## src/hdl/xfc_pkg.sv

```systemverilog
`default_nettype none

package xfc_pkg;

    localparam int XFC_BUFFER_BYTES = 64;
    // start, command, length, check and two stop bytes
    localparam int XFC_FRAME_OVERHEAD = 6;

    localparam int XFC_CFG_INDEX_W = 2;

    localparam logic [XFC_CFG_INDEX_W-1:0] CFG_START_MARKER    = 2'd0;
    localparam logic [XFC_CFG_INDEX_W-1:0] CFG_STOP_MARKER_ONE = 2'd1;
    localparam logic [XFC_CFG_INDEX_W-1:0] CFG_STOP_MARKER_TWO = 2'd2;

    localparam logic [1:0] STATUS_OK        = 2'd0;
    localparam logic [1:0] STATUS_CHECK_BAD = 2'd1;
    localparam logic [1:0] STATUS_MARK_BAD  = 2'd2;
    localparam logic [1:0] STATUS_TOO_LONG  = 2'd3;

    typedef enum logic [2:0] {
        PH_IDLE    = 3'd0,
        PH_CMD     = 3'd1,
        PH_LEN     = 3'd2,
        PH_PAYLOAD = 3'd3,
        PH_CHECK   = 3'd4,
        PH_STOP1   = 3'd5,
        PH_STOP2   = 3'd6
    } xfc_phase_t;

    typedef struct packed {
        logic [7:0] rx_byte;
        logic       frame_begin;
    } xfc_item_t;

    typedef struct packed {
        logic [7:0] start_marker;
        logic [7:0] stop_marker_one;
        logic [7:0] stop_marker_two;
    } xfc_cfg_t;

    typedef struct packed {
        logic [1:0] frame_status;
        logic [7:0] command_code;
        logic [7:0] payload_length;
        logic [7:0] computed_check;
    } xfc_result_t;

endpackage

`default_nettype wire

```

## src/hdl/xfc_parser.sv

```systemverilog
`default_nettype none

module xfc_parser
    import xfc_pkg::*;
#(
    parameter int BUFFER_BYTES = XFC_BUFFER_BYTES
)
(
    input  wire logic        clk,
    input  wire logic        rst_n,
    input  wire logic        item_valid,
    input  wire xfc_item_t   item,
    input  wire xfc_cfg_t    cfg,
    input  wire logic        out_free,
    output logic             item_take,
    output logic             res_valid,
    output xfc_result_t      res
);

    // longest length byte whose whole frame still fits the buffer
    localparam int LenLimit = BUFFER_BYTES - XFC_FRAME_OVERHEAD;

    xfc_phase_t phase_reg, phase_next;
    logic [7:0] bytes_left_reg, bytes_left_next;
    logic [7:0] running_check_reg, running_check_next;
    logic [7:0] held_command_reg, held_command_next;
    logic [7:0] held_length_reg, held_length_next;
    logic       markers_good_reg, markers_good_next;
    logic       check_good_reg, check_good_next;

    logic       too_long;
    logic [7:0] bytes_dec;

    assign item_take = item_valid && out_free;
    assign too_long  = {1'b0, item.rx_byte} > 9'(LenLimit);
    assign bytes_dec = bytes_left_reg - 8'd1;

    // next state
    always_comb
    begin
        phase_next         = phase_reg;
        bytes_left_next    = bytes_left_reg;
        running_check_next = running_check_reg;
        held_command_next  = held_command_reg;
        held_length_next   = held_length_reg;
        markers_good_next  = markers_good_reg;
        check_good_next    = check_good_reg;
        if (item_take)
        begin
            if (item.frame_begin)
            begin
                markers_good_next  = (item.rx_byte == cfg.start_marker);
                check_good_next    = 1'b1;
                running_check_next = '0;
                bytes_left_next    = '0;
                phase_next         = PH_CMD;
            end
            else
            begin
                case (phase_reg)
                    PH_CMD:
                    begin
                        held_command_next  = item.rx_byte;
                        running_check_next = item.rx_byte;
                        phase_next         = PH_LEN;
                    end
                    PH_LEN:
                    begin
                        held_length_next   = item.rx_byte;
                        running_check_next = running_check_reg ^ item.rx_byte;
                        if (too_long)
                        begin
                            phase_next = PH_IDLE;
                        end
                        else
                        begin
                            bytes_left_next = item.rx_byte;
                            phase_next = (item.rx_byte == 8'd0) ? PH_CHECK : PH_PAYLOAD;
                        end
                    end
                    PH_PAYLOAD:
                    begin
                        running_check_next = running_check_reg ^ item.rx_byte;
                        bytes_left_next    = bytes_dec;
                        if (bytes_dec == 8'd0)
                        begin
                            phase_next = PH_CHECK;
                        end
                    end
                    PH_CHECK:
                    begin
                        check_good_next = (item.rx_byte == running_check_reg);
                        phase_next      = PH_STOP1;
                    end
                    PH_STOP1:
                    begin
                        if (item.rx_byte != cfg.stop_marker_one)
                        begin
                            markers_good_next = 1'b0;
                        end
                        phase_next = PH_STOP2;
                    end
                    PH_STOP2:
                    begin
                        phase_next = PH_IDLE;
                    end
                    default:
                    begin
                        phase_next = PH_IDLE;
                    end
                endcase
            end
        end
    end

    // verdict
    always_comb
    begin
        res_valid          = 1'b0;
        res.frame_status   = STATUS_OK;
        res.command_code   = held_command_reg;
        res.payload_length = held_length_next;
        res.computed_check = running_check_next;
        if (item_take && !item.frame_begin)
        begin
            case (phase_reg)
                PH_LEN:
                begin
                    res_valid        = too_long;
                    res.frame_status = STATUS_TOO_LONG;
                end
                PH_STOP2:
                begin
                    res_valid = 1'b1;
                    // checksum mismatch outranks a marker error
                    if (!check_good_reg)
                    begin
                        res.frame_status = STATUS_CHECK_BAD;
                    end
                    else if (!markers_good_reg || (item.rx_byte != cfg.stop_marker_two))
                    begin
                        res.frame_status = STATUS_MARK_BAD;
                    end
                    else
                    begin
                        res.frame_status = STATUS_OK;
                    end
                end
                default:
                begin
                    res_valid = 1'b0;
                end
            endcase
        end
    end

    always_ff @(posedge clk or negedge rst_n)
    begin
        if (!rst_n)
        begin
            phase_reg         <= PH_IDLE;
            bytes_left_reg    <= '0;
            running_check_reg <= '0;
            held_command_reg  <= '0;
            held_length_reg   <= '0;
            markers_good_reg  <= 1'b1;
            check_good_reg    <= 1'b1;
        end
        else
        begin
            phase_reg         <= phase_next;
            bytes_left_reg    <= bytes_left_next;
            running_check_reg <= running_check_next;
            held_command_reg  <= held_command_next;
            held_length_reg   <= held_length_next;
            markers_good_reg  <= markers_good_next;
            check_good_reg    <= check_good_next;
        end
    end

endmodule

`default_nettype wire

```

## config.mk

```make
export PLATFORM = sky130hd
export DESIGN_NAME = xfc_parser
export DESIGN_NICKNAME = d
export VERILOG_FILES = /design/src/hdl/xfc_pkg.sv /design/src/hdl/xfc_parser.sv
export SDC_FILE = /design/constraint.sdc
export NUM_CORES = 1
export LEC_CHECK = 0
export BUFFER_PORTS_ARGS = -buffer_cell sky130_fd_sc_hd__buf_2
export CORE_MARGIN = 3
export CORE_UTILIZATION = 40
export CTS_BUF_LIST = sky130_fd_sc_hd__clkbuf_4 sky130_fd_sc_hd__clkbuf_8
export DETAILED_ROUTE_END_ITERATION = 12
export GPL_TIMING_DRIVEN = 1
export PLACE_DENSITY = 0.63
export SYNTH_ARGS = -nofsm -noshare
export SYNTH_HDL_FRONTEND = slang
export SYNTH_SLANG_ARGS = --single-unit
```

## constraint.sdc

```tcl
create_clock -name clk -period 2.05 [get_ports clk]
set_input_delay 0 -clock clk [delete_from_list [all_inputs] [get_ports clk]]
set_output_delay 0 -clock clk [all_outputs]
set_load 0.05 [all_outputs]
```

==> reports/qor.txt, run 1 <==
critical path fanouts, max -> 4
number of unique standard cell types used by synthesis -> 58
run status -> finished clean
detailed placement HPWL -> 5400 µm
drt pass-1 iters -> 6
TritonCTS Buffers -> 5
Crit path depth -> 6
vias in the first global route -> 2266
Worst setup endpoint -> res[8]
antenna violations before repair -> 0
area growth from synthesis to layout -> 24.7%
CTS Root Buffer Type -> sky130_fd_sc_hd__clkbuf_8
worst flop-to-flop path endpoint -> phase_reg[0]
Post-Syn Area -> 2560 µm²
nets@finish -> 386
overall die width -> 86.0 µm
total negative setup slack -> 0 ps
Die Height -> 86.0 µm
number of hold violations in the final report -> 0
number of instances on the worst hold path -> 3
number of enable-type register cells in the synthesized netlist -> 0
instance count of the mapped netlist -> 276
Crit. Startpoint -> phase_reg[1]
Setup WS pre-CTS -> 170 ps
Slew Viols, Final -> 0
via-per-instance ratio -> 5.75
maximum number of pins on one net before global-route repair -> 38
pin slew with the least headroom to its limit -> 864 ps
CORE AREA -> 6060 µm²
Primary FF master, synth -> sky130_fd_sc_hd__dfrtp_1
top-level port count -> 65
total die area -> 7390 µm²
max-capacitance violation count -> 0
drc violations -> 0
Worst-path clk slew -> 80 ps
final worst path period need -> 1980 ps
kind of cell adding the most delay to the critical path -> simple AND/OR/NAND/NOR gates
CP endpoint kind -> output port
GRT Residual Overflow -> 0
slowest stage delay, CP -> 410 ps
Final Wtd Congestion -> 0.873
worst path bufs/invs -> 2
Seq/Total Area, Yosys -> 0.363
CTS H-tree lvls -> 2
CTS tree -> built
category of the critical setup timing path -> flop to output port
maximum clock skew at final layout -> 8.06 ps
count of nets left with antenna violations after detail routing -> 0
worst reg-to-reg path cell count -> 6
arrival time at the worst endpoint -> 1980 ps
Fmax achieved -> 505 MHz
Via Count -> 2433
reg2reg setup slack -> 130 ps
required time worst endpoint -> 2050 ps
GR Util All Layers -> 0.205
net count of the mapped netlist -> 315
post-route worst hold slack -> 25.6 ps
fraction of layout instances using a drive strength above 1 -> 0.342
Power Dens Cells -> 1350 nW/µm²
type of the most critical hold path -> input pin to flop
register bit total from synthesis -> 37
insertion delay to the later sink of the worst-skew pair -> 290 ps
P_leak -> 1.44 nW
drt initial violations -> 160
cell-by-cell trace of the critical path -> nand2b_4 > or3_4 > nor2_4 > buf_6 > mux2_2 > buf_4
total setup violations reported at the end of the flow -> 0
Final period util -> 0.966
deepest clock path buffer count -> 2
total inserted antenna cells -> 0
PnR worst setup slack -> 69.3 ps
total of buffers placed on input and output ports -> 64
post-synthesis area per instance -> 9.27 µm²
nature of the critical path startpoint -> flop
Critical-path top delay cell -> sky130_fd_sc_hd__dfrtp_1
origin of the critical flop-to-flop path -> bytes_left_reg[0]
ys async rst share -> 1.00
number of sinks handled by clock tree synthesis -> 37
standard-cell row count -> 28
worst vdd rail ir drop -> 0.953 mV
Power, Total -> 4.30 mW
wire length of the first global-routing pass -> 11800 µm
most frequent standard cell in the layout excluding fill and tap cells -> sky130_fd_sc_hd__buf_2
YS warnings -> 0
worst slew margin relative to its limit -> 0.424
Final Routed Wirelength -> 7550 µm
average wire length per cell after detail routing -> 17.8 µm
most frequent cells in the layout -> sky130_fd_sc_hd__buf_2 (52), sky130_fd_sc_hd__dfrtp_1 (35), sky130_fd_sc_hd__o21ai_0 (21), sky130_fd_sc_hd__buf_4 (21), sky130_fd_sc_hd__nor2_1 (19)
effective utilization at floorplan -> 0.422
-- logic make-up (layout without fill, tap and decap cells) --
group / after synthesis / in the layout / synth area share
buffers and inverters: 27 / 99 / 0.0519
adders and majority gates: 2 / 2 / 0.00978
DFF: 37 / 37 / 0.363
and+or+nand+nor: 88 / 88 / 0.193
AOI/OAI and AO/OA: 77 / 77 / 0.212
xor gates and xnor gates: 29 / 29 / 0.0993
muxes: 16 / 16 / 0.0704
-- synthesized netlist by cell type (all sizes together), types with 4 or more instances --
| library cell | count | share of area |
|---|---|---|
| a21oi | 11 | 0.022 |
| xor2 | 16 | 0.055 |
| xnor2 | 13 | 0.045 |
| a22oi | 4 | 0.012 |
| mux2 | 16 | 0.070 |
| nor3 | 11 | 0.022 |
| a221o | 5 | 0.020 |
| buf | 16 | 0.036 |
| dfrtp | 35 | 0.34 |
| nand2b | 9 | 0.025 |
| nor4 | 9 | 0.028 |
| o2bb2ai | 4 | 0.014 |
| nor2 | 21 | 0.033 |
| nand2 | 13 | 0.019 |
| o21ai | 25 | 0.049 |
| nand3 | 5 | 0.0098 |
| clkbuf | 5 | 0.0073 |
| inv | 5 | 0.0073 |
| nor2b | 4 | 0.0098 |
-- what timing repair did --
item,CTS,global route
hold endpoints to repair,35,0
setup endpoints to repair,8,17
setup buffers,2,0
gates resized for setup,7,25
cloned,0,1
hold buffers,1,0
pin swaps,1,0
-- worst min-delay path by stage --
stage | from | end | slack, ps
detailed placement | rst_n | running_check_reg[0] | 170
finish | item[0] | phase_reg[1] | 30
floorplan | rst_n | bytes_left_reg[0] | -300
CTS | item[0] | phase_reg[1] | 30
global route | item[0] | phase_reg[1] | 40
global placement | rst_n | running_check_reg[0] | 180
-- metal layers --
| metal | wire length, µm | share of wire | track usage |
|---|---|---|---|
| met1 | 3350 | 0.44 | 0.294 |
| met4 | 125 | 0.017 | 0.0676 |
| met3 | 524 | 0.069 | 0.0355 |
| met2 | 3560 | 0.47 | 0.313 |
| met5 | 0 | 0 | 0 |
-- report_power, final --
group          total [mW]  internal (mW)  switching (mW)
logic                2.55          0.914            1.64
clock network       0.520          0.235           0.285
registers            1.23          0.995           0.231
total                4.30           2.14            2.15
-- layout make-up --
type | instances | area, µm²
Clock buffer | 5 | 68.8
Clock inverter | 3 | 17.5
Fill cell | 577 | 2870
Inverter | 6 | 22.5
Multi-Input combinational cell | 212 | 1510
Sequential cell | 37 | 928
Tap cell | 75 | 93.8
Timing Repair Buffer | 85 | 548
-- per-stage QoR --
step	instance area, µm²	utilization	instances
final	3190	0.526	423
after CTS	3120	0.515	423
after detailed placement	3000	0.494	412
after floorplan	2560	-	276
after global placement	3000	0.494	412
after global routing	3190	0.526	423
-- worst register-to-register path, cell delays in order, from the launching register on --
cell and delay [ps]:
sky130_fd_sc_hd__dfrtp_1 350, sky130_fd_sc_hd__inv_1 70, sky130_fd_sc_hd__ha_1 290, sky130_fd_sc_hd__o41ai_2 330
sky130_fd_sc_hd__o31ai_1 180, sky130_fd_sc_hd__a2111oi_4 420, sky130_fd_sc_hd__o32ai_1 150
No activity file was read; power rests on OpenSTA's default activity.
==> run 2: changes to the inputs <==
Settings changed: ABC_AREA from default to 1.
==> run 2 against run 1 <==
  * Power shrank 22%
  * Critical endpoint is now res[15]
  * Utilization shrank 2.5 points
  * Synthesized cell count grew 25%
  * Cell count grew 14%
  * Final area shrank 5.3%
  * Largest cell class unchanged
  * Via count grew 2.3%
  * Register-to-register slack gained 160 ps
  * Flip-flop and latch count is the same
==> reports/qor.txt, run 2 <==
maximum clock skew at final layout -> 13.0 ps (+4.90 ps)
area growth from synthesis to layout -> 19.3%
instance count of the mapped netlist -> 345 (+25%)
biggest area consumer among synthesized cells -> sky130_fd_sc_hd__dfrtp_1
worst flop-to-flop path endpoint -> phase_reg[1]
Final Wtd Congestion -> 0.874 (about the same)
antenna violations before repair -> 0 (unchanged)
count of nets left with antenna violations after detail routing -> 0 (unchanged)
worst vdd rail ir drop -> 0.686 mV (-28%)
number of enable-type register cells in the synthesized netlist -> 0 (unchanged)
Worst-path clk slew -> 70 ps (about the same)
instance count after placement with tap cells included -> 471 (+14%)
uppermost routed layer -> met4
number of non-filler instances in the completed layout -> 481 (+14%)
detailed placement HPWL -> 5290 µm (-2.0%)
Via Count -> 2488 (+2.3%)
area of placed instances -> 2870 µm² (-4.3%)
Final period util -> 0.953 (-0.0133)
post-synthesis area per instance -> 7.34 µm² (-21%)
effective utilization at floorplan -> 0.420 (-0.00191)
fraction of the mapped netlist area in compound gates -> 0.159 (-0.0532)
drc violations -> 0 (unchanged)
GR Util All Layers -> 0.203 (-0.00251)
worst slew margin relative to its limit -> 0.431 (+0.00636)
top-level port count -> 65 (unchanged)
number of instances on the worst hold path -> 4 (+1)
Power Dens Cells -> 1110 nW/µm² (-18%)
total inserted antenna cells -> 0 (unchanged)
CTS Root Buffer Type -> sky130_fd_sc_hd__clkbuf_8
top cells by area in the synthesized netlist -> sky130_fd_sc_hd__dfrtp_1 (35%), sky130_fd_sc_hd__nand2_1 (13%), sky130_fd_sc_hd__inv_1 (5.9%)
max-capacitance violation count -> 0 (unchanged)
P_leak -> 1.57 nW (+9.2%)
ys async rst share -> 1.00 (unchanged)
average wire length per cell after detail routing -> 14.7 µm (-18%)
Seq/Total Area, Yosys -> 0.367 (+0.00377)
vias in the first global route -> 2479 (+9.4%)
YS warnings -> 0 (unchanged)
origin of the critical flop-to-flop path -> bytes_left_reg[0]
Slew Viols, Final -> 0 (unchanged)
share of the synthesized netlist area taken by xor and xnor gates -> 0.0692 (-0.0301)
category of the critical setup timing path -> flop to output port
number of hold violations in the final report -> 0 (unchanged)
reg2reg setup slack -> 290 ps (+160 ps)
Final Routed Wirelength -> 7060 µm (-6.5%)
nets@finish -> 444 (+15%)
deepest clock path buffer count -> 2 (unchanged)
drt initial violations -> 99 (-38%)
Adder-Cell Fraction of Synth Area -> 0.00989 (+0.000102)
final design area excluding fillers -> 3020 µm² (-5.3%)
number of unique standard cell types used by synthesis -> 37 (-36%)
total of buffers placed on input and output ports -> 64 (unchanged)
register bit total from synthesis -> 37 (unchanged)
Power, Total -> 3.35 mW (-22%)
most frequent standard cell in the layout excluding fill and tap cells -> sky130_fd_sc_hd__nand2_1
basic-gate share of the synthesized area counting and, or, nand and nor cells -> 0.284 (+0.0905)
Primary FF master, synth -> sky130_fd_sc_hd__dfrtp_1
wire length of the first global-routing pass -> 11800 µm (unchanged)
Fmax achieved -> 512 MHz (+1.4%)
total setup violations reported at the end of the flow -> 0 (unchanged)
share of the synthesized area in the top cell type -> 0.346 (+0.00356)
most frequent cells in the layout -> sky130_fd_sc_hd__nand2_1 (85), sky130_fd_sc_hd__buf_2 (61), sky130_fd_sc_hd__inv_1 (40), sky130_fd_sc_hd__dfrtp_1 (34), sky130_fd_sc_hd__nor2_1 (28)
final worst path period need -> 1950 ps (-27.2 ps)
drt pass-1 iters -> 5 (-1)
arrival time at the worst endpoint -> 1950 ps (-30 ps)
routed metal-1 wirelength -> 3280 µm (-1.9%)
most frequent cells after synthesis -> sky130_fd_sc_hd__nand2_1 (85), sky130_fd_sc_hd__inv_1 (40), sky130_fd_sc_hd__dfrtp_1 (35), sky130_fd_sc_hd__nor2_1 (28), sky130_fd_sc_hd__o21ai_0 (25)
overall die width -> 85.6 µm (-0.48%)
hold path endpoint -> markers_good_reg
post-route worst hold slack -> 6.98 ps (-18.6 ps)
Setup WS pre-CTS -> 244 ps (+74.0 ps)
net count of the mapped netlist -> 384 (+22%)
CP endpoint kind -> output port
CTS tree -> built
RSZ-0062 raised after global routing -> false
via-per-instance ratio -> 5.17 (-10%)
fraction of layout instances using a drive strength above 1 -> 0.246 (-0.0956)
GRT Residual Overflow -> 0 (unchanged)
nature of the critical path startpoint -> flop
wire length on met3 -> 534 µm (+1.9%)
multiplexer share of the synthesized area -> 0.00593 (-0.0645)
Die Height -> 85.6 µm (-0.48%)
critical path fanouts, max -> 15 (+11)
required time worst endpoint -> 2050 ps (about the same)
standard-cell row count -> 28 (unchanged)
number of sinks handled by clock tree synthesis -> 37 (unchanged)
type of the most critical hold path -> input pin to flop
PnR worst setup slack -> 96.6 ps (+27.2 ps)
TritonCTS Buffers -> 5 (unchanged)
fin util -> 0.501 (-0.0248)
insertion delay to the later sink of the worst-skew pair -> 290 ps (about the same)
worst reg-to-reg path cell count -> 13 (+7)
met2 wire length -> 3140 µm (-12%)
total negative setup slack -> 0 ps (unchanged)
total die area -> 7320 µm² (-0.95%)
pin slew with the least headroom to its limit -> 854 ps (-9.54 ps)
combinational family with the most area after synthesis -> simple AND/OR/NAND/NOR gates
most frequently used cell type in the post-synthesis netlist -> sky130_fd_sc_hd__nand2_1
launch point of the worst hold path -> cfg[18]
CORE AREA -> 6030 µm² (-0.58%)
CTS H-tree lvls -> 2 (unchanged)
maximum number of pins on one net before global-route repair -> 38 (unchanged)
Post-Syn Area -> 2530 µm² (-1.0%)
run status -> finished clean
==> run 2: cell count changes in the layout (fill, tap and decap cells not counted), sizes merged, moves of 7 or more <==
cell | before | now
nor2 | 21 | 33
nor3 | 11 | 4
nor4 | 9 | 1
xnor2 | 13 | 5
o22ai | 1 | 10
nand2b | 9 | 0
inv | 5 | 45
buf | 83 | 63
mux2 | 16 | 1
nand3 | 5 | 15
o21ai | 25 | 36
nand2 | 13 | 93
o211ai | 1 | 8
==> run 2: metal layers <==
| metal | track usage | vias to the layer above |
|---|---|---|
| li1 | - | 1238 |
| met1 | 0.272 | 1135 |
| met2 | 0.324 | 102 |
| met3 | 0.0490 | 13 |
| met4 | 0.0633 | 0 |
| met5 | 0 | - |
==> run 2: where the power goes <==
group	total (mW)	internal, mW	switching [mW]	leakage, nW
logic	1.65	0.440	1.21	1.04
clock network	0.638	0.375	0.264	0.0586
registers	1.06	0.936	0.121	0.476
total	3.35	1.75	1.60	1.57
==> run 2: worst max path at each step <==
stage	endpoint	slack [ps]	depth (start not counted)	start
finish	res[15]	100	7	phase_reg[1]
global route	res[15]	20	7	phase_reg[1]
CTS	res[3]	40	6	phase_reg[2]
detailed placement	res[3]	240	6	phase_reg[2]
global placement	res[3]	290	6	phase_reg[2]
floorplan	held_length_reg[5]	20	6	phase_reg[2]
==> run 2: kinds of logic after synthesis <==
logic type	count (synthesis)
AOI/OAI and AO/OA	69
DFF	37
xor gates and xnor gates	20
buffers and inverters	60
and+or+nand+nor	156
muxes	1
adders and majority gates	2
==> run 2: layout make-up <==
type / count / area [µm²]
fill: 618 / 3010
multi-input combinational: 248 / 1350
sequential: 37 / 930
timing repair buffer: 68 / 363
inverter: 45 / 174
tap: 75 / 93.8
clock buffer: 6 / 76.3
clock inverter: 2 / 35.0
==> run 2: what timing repair did <==
action / in CTS / in global routing
hold endpoints to repair: 36 / 0
pin swaps: 0 / 1
buffers inserted: 0 / 0
setup endpoints to repair: 8 / 7
gates resized for setup: 1 / 5
hold buffers: 2 / 0
gates cloned: 0 / 0
==> run 2: critical path, stage by stage (launching register included) <==
cell and delay (ps):
sky130_fd_sc_hd__dfrtp_1 430, sky130_fd_sc_hd__inv_2 120, sky130_fd_sc_hd__nor2_8 210, sky130_fd_sc_hd__inv_6 80, sky130_fd_sc_hd__nor2_8 140, sky130_fd_sc_hd__nand2_4 140, sky130_fd_sc_hd__mux2_4 330, sky130_fd_sc_hd__buf_2 210
==> run 3: changes to the inputs <==
Settings changed: CORE_UTILIZATION 40 to 55, PLACE_DENSITY 0.63 to 0.9.
==> run 3 against run 2 <==
  * Non-clock buffer count did not move
  * Combinational power barely moved
  * Clock-buffer cell count fell by 1
  * Sequential share of layout area rose by 0.090 points
  * Register-to-register slack barely moved
  * Sequential power barely moved
  * Clock power rose by 19%
  * Flip-flop and latch count did not move
  * Critical path type unchanged
  * Largest cell class unchanged
  * Largest power group unchanged
==> reports/qor.txt, run 3 (synthesis results as in run 2) <==
wire length of the first global-routing pass -> 11200 µm (-4.5%)
Final Wtd Congestion -> 0.904 (+3.5%)
RSZ-0062 raised after global routing -> false
CTS Root Buffer Type -> sky130_fd_sc_hd__clkbuf_8
cell-by-cell trace of the critical path -> inv_2 > nor2_8 > inv_6 > nor2_8 > nand2_4 > mux2_4 > buf_2
most frequent cells in the layout -> sky130_fd_sc_hd__nand2_1 (85), sky130_fd_sc_hd__buf_2 (62), sky130_fd_sc_hd__inv_1 (40), sky130_fd_sc_hd__dfrtp_1 (34), sky130_fd_sc_hd__nor2_1 (28)
insertion delay to the later sink of the worst-skew pair -> 290 ps (about the same)
maximum number of pins on one net before global-route repair -> 38 (unchanged)
nature of the critical path startpoint -> flop
relative contribution of combinational cells to total power -> 0.477 (-0.017)
maximum clock skew at final layout -> 10.8 ps (-2.19 ps)
total setup violations reported at the end of the flow -> 0 (unchanged)
Die Height -> 73.8 µm (-14%)
vias in the first global route -> 2448 (-1.3%)
Power, Total -> 3.48 mW (+3.9%)
nets@finish -> 444 (unchanged)
met1 Resource Use GR -> 0.344 (+0.0727)
most frequent standard cell in the layout excluding fill and tap cells -> sky130_fd_sc_hd__nand2_1
CORE AREA -> 4410 µm² (-27%)
Final Routed Wirelength -> 6800 µm (-3.8%)
PnR worst setup slack -> 98.0 ps (+1.39 ps)
CTS tree -> built
top-level port count -> 65 (unchanged)
number of hold violations in the final report -> 0 (unchanged)
P_sw -> 1.62 mW (+1.5%)
overall die width -> 73.8 µm (-14%)
Final period util -> 0.952 (about the same)
run status -> finished clean
area of placed instances -> 2840 µm² (-1.0%)
instance count after placement with tap cells included -> 448 (-4.9%)
total negative setup slack -> 0 ps (unchanged)
drt initial violations -> 296 (+200%)
global-route met2 utilization -> 0.436 (+0.112)
Critical-path top delay cell -> sky130_fd_sc_hd__dfrtp_1
required time worst endpoint -> 2050 ps (about the same)
worst vdd rail ir drop -> 0.771 mV (+12%)
drc violations -> 0 (unchanged)
antenna violations before repair -> 0 (unchanged)
type of the most critical hold path -> input pin to flop
met3 routing resource usage after global routing -> 0.0465 (-0.00248)
final design area excluding fillers -> 3010 µm² (-0.29%)
category of the critical setup timing path -> flop to output port
post-route worst hold slack -> 12.2 ps (+5.23 ps)
standard-cell row count -> 24 (-14%)
effective utilization at floorplan -> 0.573 (+0.153)
total die area -> 5450 µm² (-26%)
Via Count -> 2583 (+3.8%)
via-per-instance ratio -> 5.64 (+9.0%)
worst slew margin relative to its limit -> 0.424 (-0.00631)
Worst-path clk slew -> 80 ps (about the same)
Power Dens Cells -> 1160 nW/µm² (+4.2%)
clock network power share -> 0.219 (+0.028)
slowest stage delay, CP -> 440 ps (about the same)
fill cell instance count of the final layout -> 376 (-39%)
pin slew with the least headroom to its limit -> 863 ps (+9.47 ps)
Slew Viols, Final -> 0 (unchanged)
GR Util All Layers -> 0.265 (+0.0627)
total of buffers placed on input and output ports -> 64 (unchanged)
Setup WS pre-CTS -> 287 ps (+43.0 ps)
setup bufs post-CTS -> 0 (unchanged)
area growth from synthesis to layout -> 19.0%
busiest layer in global routing -> met2
Fmax achieved -> 512 MHz (about the same)
detailed placement HPWL -> 5050 µm (-4.6%)
sequential group share of total power -> 0.304 (-0.012)
switching share of power -> 0.466 (-0.0111)
drt pass-1 iters -> 5 (unchanged)
P_leak -> 1.58 nW (+0.62%)
critical path fanouts, max -> 15 (unchanged)
number of non-filler instances in the completed layout -> 458 (-4.8%)
GRT Residual Overflow -> 0 (unchanged)
fin util -> 0.682 (+0.181)
count of nets left with antenna violations after detail routing -> 0 (unchanged)
fraction of layout instances using a drive strength above 1 -> 0.246 (unchanged)
arrival time at the worst endpoint -> 1950 ps (about the same)
TritonCTS Buffers -> 5 (unchanged)
CP endpoint kind -> output port
most numerous cell on the critical path -> sky130_fd_sc_hd__nor2_8
final worst path period need -> 1950 ps (-1.39 ps)
CTS H-tree lvls -> 2 (unchanged)
number of sinks handled by clock tree synthesis -> 37 (unchanged)
deepest clock path buffer count -> 2 (unchanged)
max-capacitance violation count -> 0 (unchanged)
average wire length per cell after detail routing -> 14.8 µm (+1.1%)
internal cell power -> 1.86 mW (+6.1%)
total inserted antenna cells -> 0 (unchanged)
-- run 3: cell count changes in the layout (fill, tap and decap cells not counted), sizes merged --
cell    before  now
bufinv       1    2
clkbuf       9    7
buf         63   64
-- run 3: worst max-delay path, delay by kind of cell, from the launching register on --
| family | cells | cell delay (ps) |
|---|---|---|
| and+or+nand+nor | 3 | 480 |
| DFF | 1 | 440 |
| muxes | 1 | 330 |
| buffers and inverters | 3 | 410 |
-- run 3: power by group through the flow --
stage	combinational, mW	clock, mW	sequential (mW)
floorplan	1.05	0	1.28
global placement	1.60	0	1.06
detailed placement	1.63	0	1.07
CTS	1.64	0.765	1.06
global route	1.80	0.801	1.08
finish	1.66	0.762	1.06
-- run 3: worst paths after layout --
kind                                        start                  to  slack (ps)  cells past startpoint
worst max-delay path                 phase_reg[1]             res[15]         100                      7
worst min-delay path                      cfg[18]    markers_good_reg          10                      4
worst max register to register  bytes_left_reg[0]        phase_reg[1]         290                     13
worst min register to register   markers_good_reg    markers_good_reg         470                      2
max in group asynchronous                   rst_n        phase_reg[2]        1090                      2
min in group asynchronous                   rst_n  held_length_reg[1]         350                      2
-- run 3: layout make-up --
type / count / area [µm²] / area share
inverters: 45 / 174 / 0.0577
flip-flops and latches: 37 / 930 / 0.309
well taps: 52 / 65.1 / 0.0216
repair buffers: 68 / 360 / 0.120
clock inverters: 3 / 65.1 / 0.0216
multi-input cells: 248 / 1350 / 0.448
clock buffers: 5 / 68.8 / 0.0229
-- run 3: repair_timing --
| action | CTS | global route |
|---|---|---|
| gates resized for setup | 1 | 4 |
| hold endpoints to repair | 36 | 0 |
| endpoints found under the setup margin | 8 | 7 |
| hold buffers | 2 | 0 |
| pin swaps | 0 | 1 |
-- run 3: routing by layer --
layer | vias up | wire length (µm) | part of all wire
li1 | 1238 | - | -
met1 | 1181 | 2790 | 0.41
met2 | 145 | 3190 | 0.47
met3 | 19 | 657 | 0.097
met4 | 0 | 155 | 0.023
met5 | - | 0 | 0
